--- config.mk ---
export PLATFORM = sky130hd
export DESIGN_NAME = lifo_stack_with_search
export DESIGN_NICKNAME = d
export VERILOG_FILES = /design/src/rtl/lss_pkg.sv /design/src/rtl/lss_ram.sv /design/src/rtl/lifo_stack_with_search.sv
export VERILOG_INCLUDE_DIRS = /design/src /design/src/rtl
export SDC_FILE = /design/constraint.sdc
export NUM_CORES = 1
export LEC_CHECK = 0
export ABC_AREA = 1
export ABC_CLOCK_PERIOD_IN_PS = 4300
export BUFFER_PORTS_ARGS = -buffer_cell sky130_fd_sc_hd__buf_2
export CAP_MARGIN = 15
export CORE_ASPECT_RATIO = 1.75
export CORE_MARGIN = 4
export CORE_UTILIZATION = 55
export CTS_CLUSTER_SIZE = 8
export DETAILED_ROUTE_END_ITERATION = 7
export PLACE_DENSITY = 0.84
export REMOVE_ABC_BUFFERS = 1
export SLEW_MARGIN = 20
export SYNTH_ARGS = -nofsm -noshare
export SYNTH_HDL_FRONTEND = slang
export SYNTH_SLANG_ARGS = --single-unit
--- constraint.sdc ---
create_clock -name clk -period 4.3 [get_ports clk]
set_input_delay 0.86 -clock clk [delete_from_list [all_inputs] [get_ports clk]]
set_output_delay 0.86 -clock clk [all_outputs]
set_load 0.01 [all_outputs]
--- src/rtl/lifo_stack_with_search_macros.svh ---
// Assertion macros shared by the stack RTL.
`ifndef LIFO_STACK_WITH_SEARCH_MACROS_SVH
`define LIFO_STACK_WITH_SEARCH_MACROS_SVH

`ifndef ASSERT_OFF
// Concurrent check on the rising clock, held off while reset is high.
`define ASSERT_RST(lbl, clk, rst, prop) \
  lbl: assert property (@(posedge clk) disable iff (rst) prop) \
    else $error("assertion failed");
// Concurrent check on the rising clock, also active during reset.
`define ASSERT_ALWAYS(lbl, clk, prop) \
  lbl: assert property (@(posedge clk) prop) \
    else $error("assertion failed");
`else
`define ASSERT_RST(lbl, clk, rst, prop)
`define ASSERT_ALWAYS(lbl, clk, prop)
`endif

`endif

--- src/rtl/lss_pkg.sv ---
// Package with the sequencer states, mode codes and status codes of the stack.
`timescale 1ns / 1ps

package lss_pkg;

  localparam int DATA_W = 32;
  localparam int POS_W  = 7;

  typedef enum logic [1:0] {
    IDLE,
    POP_READ,
    WALK
  } lss_state_t;

  localparam logic [1:0] MODE_DISPLAY = 2'd0;
  localparam logic [1:0] MODE_PUSH    = 2'd1;
  localparam logic [1:0] MODE_POP     = 2'd2;
  localparam logic [1:0] MODE_SEARCH  = 2'd3;

  localparam logic [2:0] STAT_OK        = 3'd0;
  localparam logic [2:0] STAT_UNDERFLOW = 3'd1;
  localparam logic [2:0] STAT_OVERFLOW  = 3'd2;
  localparam logic [2:0] STAT_NOT_FOUND = 3'd3;
  localparam logic [2:0] STAT_EMPTY     = 3'd4;

endpackage

--- src/rtl/lss_ram.sv ---
// Generic single-write, single-read RAM with registered read data.
`timescale 1ns / 1ps

module lss_ram #(
  parameter int WIDTH = 32,
  parameter int DEPTH = 16
) (
  input  logic                     clk,
  input  logic                     we,
  input  logic [$clog2(DEPTH)-1:0] waddr,
  input  logic [WIDTH-1:0]         wdata,
  input  logic [$clog2(DEPTH)-1:0] raddr,
  output logic [WIDTH-1:0]         rdata
);

  logic [WIDTH-1:0] mem [DEPTH];

  always_ff @(posedge clk) begin
    if (we) begin
      mem[waddr] <= wdata;
    end
    rdata <= mem[raddr];
  end

endmodule

--- src/rtl/lifo_stack_with_search.sv ---
// Top level: bounded LIFO stack of 32-bit words with push, pop, search and display.
//
// Usage: drive mode and operand_value and raise start; the command is taken
// at a rising edge where start is high and busy is low. Results come out on
// status, result_value, position and last_of_run, each valid for exactly one
// cycle while done is high; the receiver cannot stall, so every word must be
// captured in that cycle. The final word of a command has last_of_run set.
// Push, pop of an empty stack, search of an empty stack and display of an
// empty stack answer in the cycle after the start edge and busy never
// rises, so such a command can follow every cycle. Pop first reads the top
// entry in POP_READ. Search walks down from the top and stops at the first
// hit or the bottom entry; display emits entry_count words on consecutive cycles.
// The walk is set by the single read port of the stack memory and the one
// shared 32-bit comparator: one entry is read and checked per cycle.
// Reset (rst, synchronous) empties the stack and drops any command in
// flight; memory contents are not cleared, and no entry is read before it
// is written.
`timescale 1ns / 1ps
`include "lifo_stack_with_search_macros.svh"

module lifo_stack_with_search
  import lss_pkg::*;
#(
  parameter int DEPTH = 16
) (
  input  logic                     clk,
  input  logic                     rst,
  input  logic                     start,
  output logic                     busy,
  input  logic [1:0]               mode,
  input  logic signed [DATA_W-1:0] operand_value,
  output logic                     done,
  output logic [2:0]               status,
  output logic signed [DATA_W-1:0] result_value,
  output logic [POS_W-1:0]         position,
  output logic                     last_of_run
);

  localparam int AW = $clog2(DEPTH);
  localparam int CW = $clog2(DEPTH + 1);
  localparam logic [CW-1:0] ONE  = CW'(1);
  localparam logic [CW-1:0] FULL = CW'(DEPTH);

  lss_state_t state, state_next;
  logic [CW-1:0] count, count_next;
  logic [CW-1:0] pos, pos_next;
  logic [DATA_W-1:0] key, key_next;
  logic seek, seek_next;

  logic done_next;
  logic [2:0] status_next;
  logic [DATA_W-1:0] result_value_next;
  logic [POS_W-1:0] position_next;
  logic last_of_run_next;

  logic we;
  logic [AW-1:0] waddr, raddr;
  logic [DATA_W-1:0] rdata;
  logic hit;
  logic take_push;

  lss_ram #(
    .WIDTH(DATA_W),
    .DEPTH(DEPTH)
  ) u_store (
    .clk  (clk),
    .we   (we),
    .waddr(waddr),
    .wdata(operand_value),
    .raddr(raddr),
    .rdata(rdata)
  );

  assign busy = (state != IDLE);
  // shared comparator: current entry against the search key
  assign hit = (rdata == key);
  assign take_push = start && !busy && (mode == MODE_PUSH);

  always_ff @(posedge clk) begin
    if (rst) begin
      state <= IDLE;
      count <= '0;
      done  <= 1'b0;
    end else begin
      state <= state_next;
      count <= count_next;
      done  <= done_next;
    end
  end

  always_ff @(posedge clk) begin
    pos          <= pos_next;
    key          <= key_next;
    seek         <= seek_next;
    status       <= status_next;
    result_value <= result_value_next;
    position     <= position_next;
    last_of_run  <= last_of_run_next;
  end

  always_comb begin
    state_next        = state;
    count_next        = count;
    pos_next          = pos;
    key_next          = key;
    seek_next         = seek;
    done_next         = 1'b0;
    status_next       = STAT_OK;
    result_value_next = '0;
    position_next     = '0;
    last_of_run_next  = 1'b1;
    we                = 1'b0;
    waddr             = AW'(count);
    raddr             = AW'(count - ONE);

    case (state)
      IDLE: begin
        if (start) begin
          key_next  = operand_value;
          seek_next = (mode == MODE_SEARCH);
          pos_next  = ONE;
          case (mode)
            MODE_PUSH: begin
              done_next = 1'b1;
              if (count == FULL) begin
                status_next = STAT_OVERFLOW;
              end else begin
                we                = 1'b1;
                count_next        = count + ONE;
                result_value_next = operand_value;
              end
            end
            MODE_POP: begin
              if (count == '0) begin
                done_next   = 1'b1;
                status_next = STAT_UNDERFLOW;
              end else begin
                count_next = count - ONE;
                state_next = POP_READ;
              end
            end
            MODE_SEARCH: begin
              if (count == '0) begin
                done_next   = 1'b1;
                status_next = STAT_NOT_FOUND;
              end else begin
                state_next = WALK;
              end
            end
            default: begin
              // display
              if (count == '0) begin
                done_next   = 1'b1;
                status_next = STAT_EMPTY;
              end else begin
                state_next = WALK;
              end
            end
          endcase
        end
      end
      POP_READ: begin
        done_next         = 1'b1;
        result_value_next = rdata;
        state_next        = IDLE;
      end
      WALK: begin
        // fetch the entry one below the one now being checked
        raddr    = AW'(count - pos - ONE);
        pos_next = pos + ONE;
        if (seek) begin
          if (hit) begin
            done_next         = 1'b1;
            result_value_next = key;
            position_next     = POS_W'(pos);
            state_next        = IDLE;
          end else if (pos == count) begin
            done_next   = 1'b1;
            status_next = STAT_NOT_FOUND;
            state_next  = IDLE;
          end
        end else begin
          done_next         = 1'b1;
          result_value_next = rdata;
          position_next     = POS_W'(pos);
          last_of_run_next  = (pos == count);
          if (pos == count) begin
            state_next = IDLE;
          end
        end
      end
      default: begin
        state_next = IDLE;
      end
    endcase
  end

  `ASSERT_ALWAYS(a_count_bound, clk, rst || count <= FULL)
  `ASSERT_RST(a_push_grows, clk, rst, take_push && count != FULL |=> count == $past(count) + ONE)
  `ASSERT_RST(a_push_answers, clk, rst, take_push |=> done && last_of_run)
  `ASSERT_RST(a_run_continues, clk, rst, done && !last_of_run |-> busy)
  `ASSERT_RST(a_error_ends_run, clk, rst, done && status != STAT_OK |-> last_of_run)

endmodule
==> Word-level counts from Yosys, hierarchy flattened <==
Memories as Yosys holds them, arrays and structs flattened. A register that Yosys moved wholly into a read port is not among the register bits.
Index checks and enable logic that the tools add are counted.
{ "op_classes": {"n_mux": 45, "eq_ne": 13, "add_sub_neg": 5, "reduce_logical": 11, "n_bitwise": 1} }
{ "ops": {"columns": ["operator", "n"], "rows": [
  ["2-to-1 mux 32 bit", 5],
  ["case mux 32 bit (3 select lines)", 1],
  ["== test 32 bit", 1],
  ["2-to-1 mux 5 bit", 5],
  ["2-to-1 mux 2 bit", 11],
  ["case mux 5 bit (2 select lines)", 2],
  ["2-to-1 mux 1 bit", 13],
  ["adder 5 x 1 -> 5 bit (second input constant)", 2],
  ["!= test 2 bit (second input constant)", 5],
  ["case mux 3 bit (3 select lines)", 1],
  ["case mux 2 bit (2 select lines)", 2],
  ["== test 2 bit (second input constant)", 3],
  ["2-to-1 mux 3 bit", 2],
  ["case mux 3 bit (2 select lines)", 1],
  ["AND reduction 2 bit", 3],
  ["nonzero test 2 bit", 3],
  ["== test 5 bit", 1],
  ["== test 5 bit (second input constant)", 1],
  ["logical NOT 5 bit", 1],
  ["AND reduction 5 bit", 1],
  ["subtractor 5 x 1 -> 5 bit (second input constant)", 1],
  ["== test 2 x 1 -> 1 bit (second input constant)", 2],
  ["2-to-1 mux 4 bit", 1],
  ["subtractor 4 x 1 -> 4 bit (second input constant)", 1],
  ["6 further kinds", 6]
]} }
{ "totals": {"wordCells": 87, "ramBits": 512, "inputBits": 37, "output_inout_bits": 45, "memories": 1, "register_bits": 89} }
{ "memory_table": {"columns": ["name", "depth", "word_bits", "read_ports", "rd_clocked_by_memory_dff", "write_ports", "line_no", "source"], "rows": [
  ["u_store.mem", 16, 32, 1, 1, 1, "lss_ram.sv:16", "logic [WIDTH-1:0] mem [DEPTH];"]
]} }

==> Logic depth before layout (Yosys ltp) <==
{ "logic_depth": {"word_depth": 7, "ltp_mapped": 13, "depth_no_buf": 11} }

==> By module <==
Synthesis repeated with hierarchy kept, for this count alone.
{ "unflattened": {"hier_cells": 2648, "hier_area_um2": 27167.3} }
{ "modules_own_cells": {"columns": ["mod", "seq_area_each_um2", "area_each_um2", "cells_per_inst", "instances"], "rows": [
  ["lss_ram", 16015.4, 22730.6, 2120, 1],
  ["lifo_stack_with_search", 2122.0, 4436.8, 528, 1]
]} }

==> Least setup slack after synthesis <==
OpenSTA, ideal clock, no wires.
{ "synth_path": {"kind": "in2reg", "from": "in mode[0]", "to": "mem u_store.mem[12][0], enable pin", "setup_slack_ps": 315, "t_required_ps": 3839, "t_arrival_ps": 3524, "setup_ps": 461, "path_buffers": 0, "cell_stages": 6, "path_cell_list": "inv_1 -> nor2_1 -> inv_1 -> nor2_1 -> nand2_1 -> nor3_1"} }
{ "synth_via": {"elab_chain_len": 6} }
{ "synth_lines": {"columns": ["element", "line_no", "source"], "rows": [
  ["start, declared", "lifo_stack_with_search.sv:30", "input logic [1:0] mode,"],
  ["== test 2 x 1 -> 1 bit", "lifo_stack_with_search.sv:122", "case (mode)"],
  ["2-to-1 mux 1 bit", "lifo_stack_with_search.sv:122", null],
  ["2-to-1 mux 1 bit", "lifo_stack_with_search.sv:118", "if (start) begin"],
  ["2-to-1 mux 1 bit", "lifo_stack_with_search.sv:116", "case (state)"],
  ["2-to-1 mux 1 bit", "lss_ram.sv:19", "if (we) begin"],
  ["2-to-1 mux 1 bit (not written as such)", "lss_ram.sv:20", "mem[waddr] <= wdata;"],
  ["end, declared", "lss_ram.sv:16", null]
]} }
Every way passes these cells.

==> Final worst setup path <==
{ "layout_path": {"from": "reg count[1]", "to": "mem u_store.mem[7][24], enable pin"} }
{ "layout_via": {"elab_chain_len": 7} }
{ "layout_lines": {"columns": ["element", "line_no", "source"], "rows": [
  ["start, declared", "lifo_stack_with_search.sv:45", "logic [CW-1:0] count, count_next;"],
  ["start signal, assigned", "lifo_stack_with_search.sv:86", "count <= count_next;"],
  ["== test 5 bit", "lifo_stack_with_search.sv:125", "if (count == FULL) begin"],
  ["2-to-1 mux 1 bit", "lifo_stack_with_search.sv:125", null],
  ["2-to-1 mux 1 bit", "lifo_stack_with_search.sv:122", null],
  ["2-to-1 mux 1 bit", "lifo_stack_with_search.sv:118", null],
  ["2-to-1 mux 1 bit", "lifo_stack_with_search.sv:116", null],
  ["2-to-1 mux 1 bit", "lss_ram.sv:19", null],
  ["2-to-1 mux 1 bit (not written as such)", "lss_ram.sv:20", null]
]} }
Parallel ways exist; a longest one is shown, timed or not.

==> metrics.txt <==
Synth Warn #=0; R2R cell count=8; total track usage=0.267; flop-to-flop setup slack=880 ps; critical path's most frequent cell=nand2_1; EDFF count, synth=550; Setup-failing EPs final=0; Place WS=approximately 710 ps; Tmin final=3420 ps; Clk network pwr share=0.399; syn avg cell area=12.1 sq um; H-tree depth=3; post-CTS setup buffer count=0; Crit path arrival time=roughly 3700 ps; RSZ-0062 raised after global routing=no; Nets=2,214; CTS Buf Count=88; P&R area growth vs syn=14.6%; CTS Buffer Depth=3; fmax=0.292 GHz; die area=slightly below 50,000 sq um; Max-Cap Viols=0; CP Cell Sequence=inv_1 -> ha_1 -> nand3_1 -> nand2_1 -> inv_2 -> nand2_1 -> nor2_4 -> buf_4; Worst Path Buf+Inv=3; worst r2r src=count[1]; most numerous cell in the Yosys netlist=edfxtp_1; core area=about 45,000 sq um; status=complete, no violations; Internal=11,600 uW; net switching power=between 4000 and 5000 uW; nature of the critical path startpoint=register; Sw Share=0.282; Synth async-reset ratio=0; post-route ant nets=0; final instance area=28,800 sq um; Clk Latency, worst-skew pair=610 ps; HP Class=primary input to register; area of the multi-input gates=approximately 6200 sq um; first-pass GRT wire length=between 100,000 and 150,000 um; crit path from=count[1]; Pleak=a little under 0.01 uW; I/O Buffers=79; reg2reg end=u_store.mem[7][24]; DR pass1 iterations=7; CP Max Fanout=20; num rows=103; Synth top area share=0.657; pwr/cell area=about 560 nW/um^2; initial antenna violation count=2; combinational share of power=0.157; CP required=between 4000 and 5000 ps; Critical Path Slowest Stage Cell=nor2_4; final WL=67,300 um; fraction of layout cells with a size suffix above 1=0.111; GP Congestion=a little under 0.9; Flop pwr share=0.444; Starting Density=0.556; clock slew at reported path FFs=~50 ps; Rel. slew slack=0.248; CTS root buf=clkbuf_16; Max Slew Vio Count=0; TritonCTS Sinks=~630; dominant cells by area after synthesis=edfxtp_1 66%, dfxtp_1 6.5%, nor2_1 6.3%, o21ai_0 3.9%, o211ai_1 3.8%; slew at the pin closest to its max-slew limit=1130 ps; CTS tree=built; GRT overflow=0; Yosys top cell by area=edfxtp_1; worst-case vdd ir drop=0.363 mV; Final Hold Viols=0; clk_skew=about 16 ps; crit end category=register; fin worst setup slack=slightly below 900 ps; DRC=0; drt wl/cell=approximately 24 um; die width=about 170 um; hold-fix buffer count after cts=0; grt met3 use=0.0489; first-iteration detailed-routing DRC count=~2,500; Post-Place Cell Area=~26,000 sq um; dpl hpwl=around 37,000 um; number of I/O pins=82; vias per cell=between 6 and 7; GRT met2 Usage=0.447; GR peak layer=met2; Unique masters post-synth=35; Setup CP Type=register to register; Resized cells post-CTS=0; fill cell count=2,936; Crit path depth=8; Gate Count Post-Synth=about 2,100; largest net degree at the start of global routing=117; worst setup path endpoint=u_store.mem[7][24]; CP max stage delay=roughly 550 ps; flip-flop and latch area=18,100 sq um; top_reg_cell synth=edfxtp_1; synthesized flop and latch total=~630; Die H=about 290 um; Post-Syn Area=roughly 25,000 sq um; vias in the first global route=17,900; Final Cycle Share=0.796; top cells by count, synth=550 x edfxtp_1, 420 x nor2_1, 198 x nand2_1; Worst path top cell family by delay=simple AND/OR/NAND/NOR gates; DR vias=roughly 18,000; Seq/Total Area, Yosys=0.721; routing usage on met1=0.318
[power groups by stage]
stage / Sequential [uW] / Clock (uW) / Combinational, uW
6_report: 7150 / 6410 / 2530
5_1_grt: 7160 / 6740 / 2730
4_1_cts: 7140 / 6440 / 2490
3_5_place_dp: 7250 / 0 / 2410
3_3_place_gp: 7230 / 0 / 2320
2_1_floorplan: 7210 / 0 / 1680
[state kept, by name, indices dropped and copies added (netlist names)]
signal / flops
count: 5
done: 1
key: 32
last_of_run: 1
pos: 5
position: 5
result_value: 32
seek: 1
state: 2
status: 3
u_store.mem: 512
u_store.rdata: 32
[cell type report]
type	instances	area share
inverters	75	0.00977
clock buffers	155	0.0852
flip-flops and latches	631	0.630
well taps	577	0.0251
repair buffers	120	0.0296
diodes	1	0.0000869
multi-input cells	1251	0.216
clock inverters	7	0.00439
[cells in the final DEF, fill, tap and decap left out, types with 4 or more instances in the layout]
cell type / count
edfxtp_1: 550
nor2_1: 408
nand2_1: 197
o21ai_0: 197
o211ai_1: 128
nand3_1: 97
clkbuf_16: 88
o21ai_1: 86
dfxtp_1: 81
buf_2: 79
inv_1: 69
clkbuf_1: 67
a21oi_1: 38
xnor2_1: 30
buf_4: 29
nand4_1: 16
nor2_4: 13
buf_12: 12
ha_1: 9
inv_2: 6
o21ai_4: 4
xor2_1: 4
nor3_2: 4
[cell families (layout without fill, tap and decap cells)]
group	after synthesis	in the layout	share of synthesized area
adder cells (fa/ha/maj)	10	10	0.00528
AND/OR/NAND/NOR	748	748	0.120
buffers and inverters	200	357	0.0372
other	1	3	0.000149
XOR/XNOR	34	34	0.0118
flip-flops	631	631	0.721
AO/OA/AOI/OAI	457	457	0.104
[stage by stage]
stage / instances / utilization / total power (uW) / hold slack, ps / setup TNS, ps
final: 2817 / 0.637 / 16100 / 465 / 0
after global routing: 2817 / 0.637 / 16600 / 469 / 0
after detailed placement: 2654 / 0.580 / 9660 / 505 / 0
after CTS: 2816 / 0.637 / 16100 / 456 / 0
after global placement: 2654 / 0.580 / 9550 / 511 / 0
after floorplan: 1957 / - / 8900 / 464 / -153700
[how the worst min path moves through the flow]
stage | start | to | slack, ps | cells after the start
2_1_floorplan | u_store.rdata[26] | result_value[26] | 460 | 2
3_3_place_gp | u_store.rdata[3] | result_value[3] | 510 | 2
3_5_place_dp | u_store.rdata[4] | result_value[4] | 500 | 2
4_1_cts | mode[0] | status[2] | 460 | 2
5_1_grt | mode[0] | status[2] | 470 | 2
6_report | mode[0] | status[2] | 460 | 2
[per-layer routing]
| metal | part of all wire | wire (um) |
|---|---|---|
| met3 | 0.10 | 6800 |
| met5 | 0.00021 | 14 |
| met4 | 0.060 | 4040 |
| met2 | 0.51 | 34300 |
| met1 | 0.33 | 22200 |
Note: power is estimated with default switching activity, not from simulation.
